### src/hdl/ffsa_pkg.sv
package ffsa_pkg;
  localparam int unsigned MaxSegments = 64;
  localparam int unsigned MaxRegions  = 16;
  localparam int unsigned PageBytes   = 4096;
  localparam int unsigned SegIdxW     = $clog2(MaxSegments);
  localparam int unsigned SegCntW     = $clog2(MaxSegments + 1);
  localparam int unsigned RegIdxW     = $clog2(MaxRegions);
  localparam int unsigned RegCntW     = $clog2(MaxRegions + 1);
  localparam int unsigned PageW       = $clog2(PageBytes);
  localparam int unsigned LenW        = 21;
  localparam int unsigned AddrW       = 32;
  localparam logic [AddrW-1:0] VirtBaseStart = 32'd1000;

  typedef enum logic [1:0] {
    CmdAlloc     = 2'd0,
    CmdFree      = 2'd1,
    CmdTranslate = 2'd2,
    CmdBad       = 2'd3
  } cmd_e;

  typedef enum logic [1:0] {
    StOk       = 2'd0,
    StZeroSize = 2'd1,
    StNoRoom   = 2'd2,
    StBadAddr  = 2'd3
  } status_e;

  // One segment table entry
  typedef struct packed {
    logic [AddrW-1:0]   start;
    logic [LenW-1:0]    length;
    logic               used;
    logic [RegIdxW-1:0] region;
  } seg_t;
endpackage

### src/hdl/ffsa_seg_ram.sv
module ffsa_seg_ram (
  input  logic                    clk_i,
  input  logic                    we_i,
  input  logic [ffsa_pkg::SegIdxW-1:0] waddr_i,
  input  ffsa_pkg::seg_t          wdata_i,
  input  logic [ffsa_pkg::SegIdxW-1:0] raddr_i,
  output ffsa_pkg::seg_t          rdata_o
);
  import ffsa_pkg::*;

  seg_t mem_q [MaxSegments];

  // Write one entry, read one entry registered
  always_ff @(posedge clk_i) begin
    if (we_i) begin
      mem_q[waddr_i] <= wdata_i;
    end
    rdata_o <= mem_q[raddr_i];
  end
endmodule

### config.mk
export PLATFORM = sky130hd
export DESIGN_NAME = ffsa_seg_ram
export DESIGN_NICKNAME = d
export VERILOG_FILES = /design/src/hdl/ffsa_pkg.sv /design/src/hdl/ffsa_seg_ram.sv
export SDC_FILE = /design/constraint.sdc
export NUM_CORES = 2
export LEC_CHECK = 0
export BUFFER_PORTS_ARGS = -buffer_cell sky130_fd_sc_hd__buf_2
export CAP_MARGIN = 25
export CORE_UTILIZATION = 34
export DETAILED_ROUTE_END_ITERATION = 8
export PLACE_DENSITY = 0.45
export SYNTH_ARGS = -nofsm -noshare
export SYNTH_HDL_FRONTEND = slang
export SYNTH_SLANG_ARGS = --single-unit
export TNS_END_PERCENT = 1
### constraint.sdc
create_clock -name clk_i -period 8.1 [get_ports clk_i]
set_input_delay 0.405 -clock clk_i [delete_from_list [all_inputs] [get_ports clk_i]]
set_output_delay 0.405 -clock clk_i [all_outputs]
set_load 0.01 [all_outputs]
-- Word level (Yosys, flattened, before mapping)
Memory sizes are Yosys's and may differ from the RTL's. A register that Yosys moved wholly into a read port is not among the register bits.
Cells that the tools add are included.
- memories kept: 1
- bits of input ports: 72
- memory bits (writable): 3712
- flip-flop bits (word level): 0
- logic and storage cells: 3
- mux-type cells: 2
- memories (name ; words ; bits a word ; rd ports ; clocked after memory_dff ; wr ports ; line ; source):
    mem_q ; 64 ; 58 ; 1 ; 1 ; 1 ; ffsa_seg_ram.sv:11 ; seg_t mem_q [MaxSegments];
- operator list (operator ; count):
    $mux W1 ; 2

-- Depth between registers and ports, before layout
- depth in word-level cells: 2
- mapped depth: 9
- depth with buffers taken out: 5

-- Least setup slack after synthesis
No wires, ideal clock.
- path kind: in2reg
- from: input port waddr_i[3] in the netlist's numbering
- to: memory mem_q[48][0] in the netlist's numbering, enable pin
- arrival: 4848 ps
- path buffers: 1
- setup slack: 2707 ps
- stages on the path: 4
- setup time: 545 ps
- path through: clkbuf_1 nor2b_1 nand4b_1 nor3_1
- RTL lines (what ; line ; source):
    start: declaration ; ffsa_seg_ram.sv:4 ; input logic [ffsa_pkg::SegIdxW-1:0] waddr_i,
    end: declaration ; ffsa_seg_ram.sv:11 ;
No word-level cell before the write port.

==> qor.yml <==
yosys:
  synth_compound_area_share_pct: 2.71
  synth_common_cells: "edfxtp_1 (3712), mux4_2 (890), o22ai_1 (215)"
  synthMuxAreaShare_pct: 15.4
  synthFlopType: "edfxtp_1"
  syn_area_per_cell_um2: 23.6
  syn_nets: 6070
  netlist_area_mm2: 0.141
  synth_fa_ha_area_share_pct: 0
  synth_seq_area_share_pct: 79.7
  synth.distinct_cells: 38
  synth-seq-cells: 3770
  synth_xor_xnor_area_share_pct: 0
  synth_warnings: 0
  synth_top_area_cell: "edfxtp_1"
  synth_simple_gate_area_share_pct: 0.968
  synthArstFlopShare_pct: 0
  yosysMostFrequentCell: "edfxtp_1"
  synth_edf_count: 3712
  synth_top_family_by_area: "multiplexers"
  synth_top_cell_area_share_pct: 78.9
  ys_top_cells_by_area: "edfxtp_1 (79%), mux4_2 (14%), o22ai_1 (0.95%)"
  synth_cells: 5998
worst_setup_path:
  crit_type: "in2reg"
  critPathSlowestCell: "nor4_1"
  crit_cells: 9
  path_delay_family: "buffers and inverters"
  cp-end-kind: "flip-flop"
  crit_buf_inv: 4
  critPathMaxStageDelay_ps: 930
  reg2regPathDepth: 5
  rr_startpoint: "mem_q[0][9]"
  critPathRequiredTime_ps: 8980
  startpoint: "raddr_i[4]"
  cp.arrival_ps: 4420
  start_kind: "input port"
  cp_common_cell: "buf_4"
  path_cells: "dlygate4sd3_1 -> buf_4 -> buf_4 -> nor2_1 -> nand2_4 -> buf_4 -> o22ai_1 -> nor4_1 -> o22a_1"
  critPathMaxFanout: 31
place:
  place_area_mm2: 0.150
  hpwlAfterDp_um: 247000
  io_buffers: 129
  pre_cts_ws_ps: 3960
  gp_congestion: 0.754
sta:
  tightestPinTransition_ps: 1170
  max_freq_mhz: 282
  fin_setup_tns_ps: 0
  period_minus_slack_ps: 3540
  skew_ps: 43.5
  setup_violations: 0
  slew-limit-headroom_pct: 22.3
  rsz0062_at_grt: "no"
  hold_violations: 0
  fin_ws_ps: 4560
  finalMaxSlewViolations: 0
  fin_crit_sh_pct: 43.7
floorplan:
  dieArea_mm2: 0.418
  start_util_pct: 34.2
  core_area_mm2: 0.413
  die_height_um: 647
  ios: 130
  fp.dieW_um: 647
  fp-row-count: 236
power_and_ir_drop:
  p_comb_share_pct: 4.8
  internal-power_mw: 32.6
  total_power_mw: 41.5
  p_per_area_mw_per_mm2: 254
  netSwitchingFraction_pct: 21.5
  ir_drop_uv: 166
  clkPwrFrac_pct: 42.9
  power_leakage_nw: 50.4
  p_sw_mw: 8.95
  pwr-share-seq_pct: 52.3
final_layout:
  final_nets: 6567
  fin_area_mm2: 0.164
  post-route-util_pct: 39.6
  syn2layout_area_growth_pct: 15.8
  final_layout_size_suffix_gt1_share_pct: 28.9
hold_path:
  hp-class: "in2reg"
  worstHoldStart: "wdata_i[40]"
  holdPathStages: 2
clock_tree:
  h-tree-depth: 5
  holdBufCountCts: 12
  cts-root-buf: "clkbuf_16"
  clockBufferDepth: 4
  clk_pin_slew_worst_paths_ps: 60
  postCtsSetupRepairBufs: 0
  cts_made_buffers: 396
  cts_resized: 0
  worstSkewPairLatency_ps: 940
  clock_sinks: 3770
  cts_tree: "done"
detailed_routing:
  drt-initial-drc-count: 7461
  detail_route.vias_per_cell: 5.53
  wl_um: 439000
  ant_nets: 0
  first_pass_iters: 5
  drc: 0
  drt-wirelength-per-cell_um: 35.6
  num_vias: 68171
global_route:
  antenna_found_initial: 43
  gr-total-overflow: 0
  grt_first_pass_wirelength_um: 599000
  grt_pass1_vias: 69421
  grt_start_max_net_pins: 109
  grt_usage_pct: 20.8
flow_run:
  maxCapViolations: 0
run_status:
  outcome: "complete, no violations"
## layer usage
metal	global-route usage (%)	routed length, µm
met3	2.23	20400
met5	0	27
met1	28.9	190000
met2	35.1	218000
met4	4.93	10700
## logic make-up after synthesis
family / after synthesis
AND/OR/NAND/NOR: 274
multiplexers: 1062
buffers and inverters: 341
AO/OA/AOI/OAI: 551
flip-flops: 3770
## sequential cells by signal (all words and copies together), names as in the netlist
name and flops:
mem_q 3712, rdata_o 58
## placed cells by master (no fill, tap or decap), drive strengths merged, types with 41 or more instances in the layout
cell type	instances
mux4	890
o221ai	79
clkinv	155
mux2	41
o22ai	215
nor2	106
buf	405
a21oi	82
clkbuf	537
edfxtp	3712
dfxtp	58
nor4	47
mux2i	131
## area by class of cell
class	instances	area [µm²]
clock inverter	195	1640
fill	36637	250000
timing repair buffer	440	3870
antenna	30	75.1
clock buffer	537	11000
sequential	3770	113000
tap	5474	6850
multi-input combinational	1887	27600
## through the flow
stage	hold WS (ps)	std cells
floorplan	504	5998
global placement	833	11493
detailed placement	794	11513
CTS	68.4	12257
global route	123	12324
finish	133	12333
## worst register-to-register path, cell delays in order (launching register included)
cell,delay [ps]
edfxtp_1,350
mux4_2,440
nor2b_1,140
a211oi_1,550
o22ai_1,280
and3_1,220
## power groups by stage
stage / registers [mW] / logic (mW) / clock network (mW)
2_1_floorplan: 22.1 / 0.996 / 0
3_3_place_gp: 22.1 / 1.97 / 0
3_5_place_dp: 22.1 / 2.01 / 0
4_1_cts: 21.7 / 2.01 / 18.2
5_1_grt: 21.7 / 2.12 / 18.9
6_report: 21.7 / 2.01 / 17.8
## final timing paths
check | endpoint | slack (ps)
worst min-delay path | mem_q[51][40] | 130
worst max-delay path | rdata_o[29] | 4560
worst max register to register | rdata_o[9] | 6010
worst min register to register | rdata_o[24] | 830
Note: power is estimated with default switching activity, not from simulation.
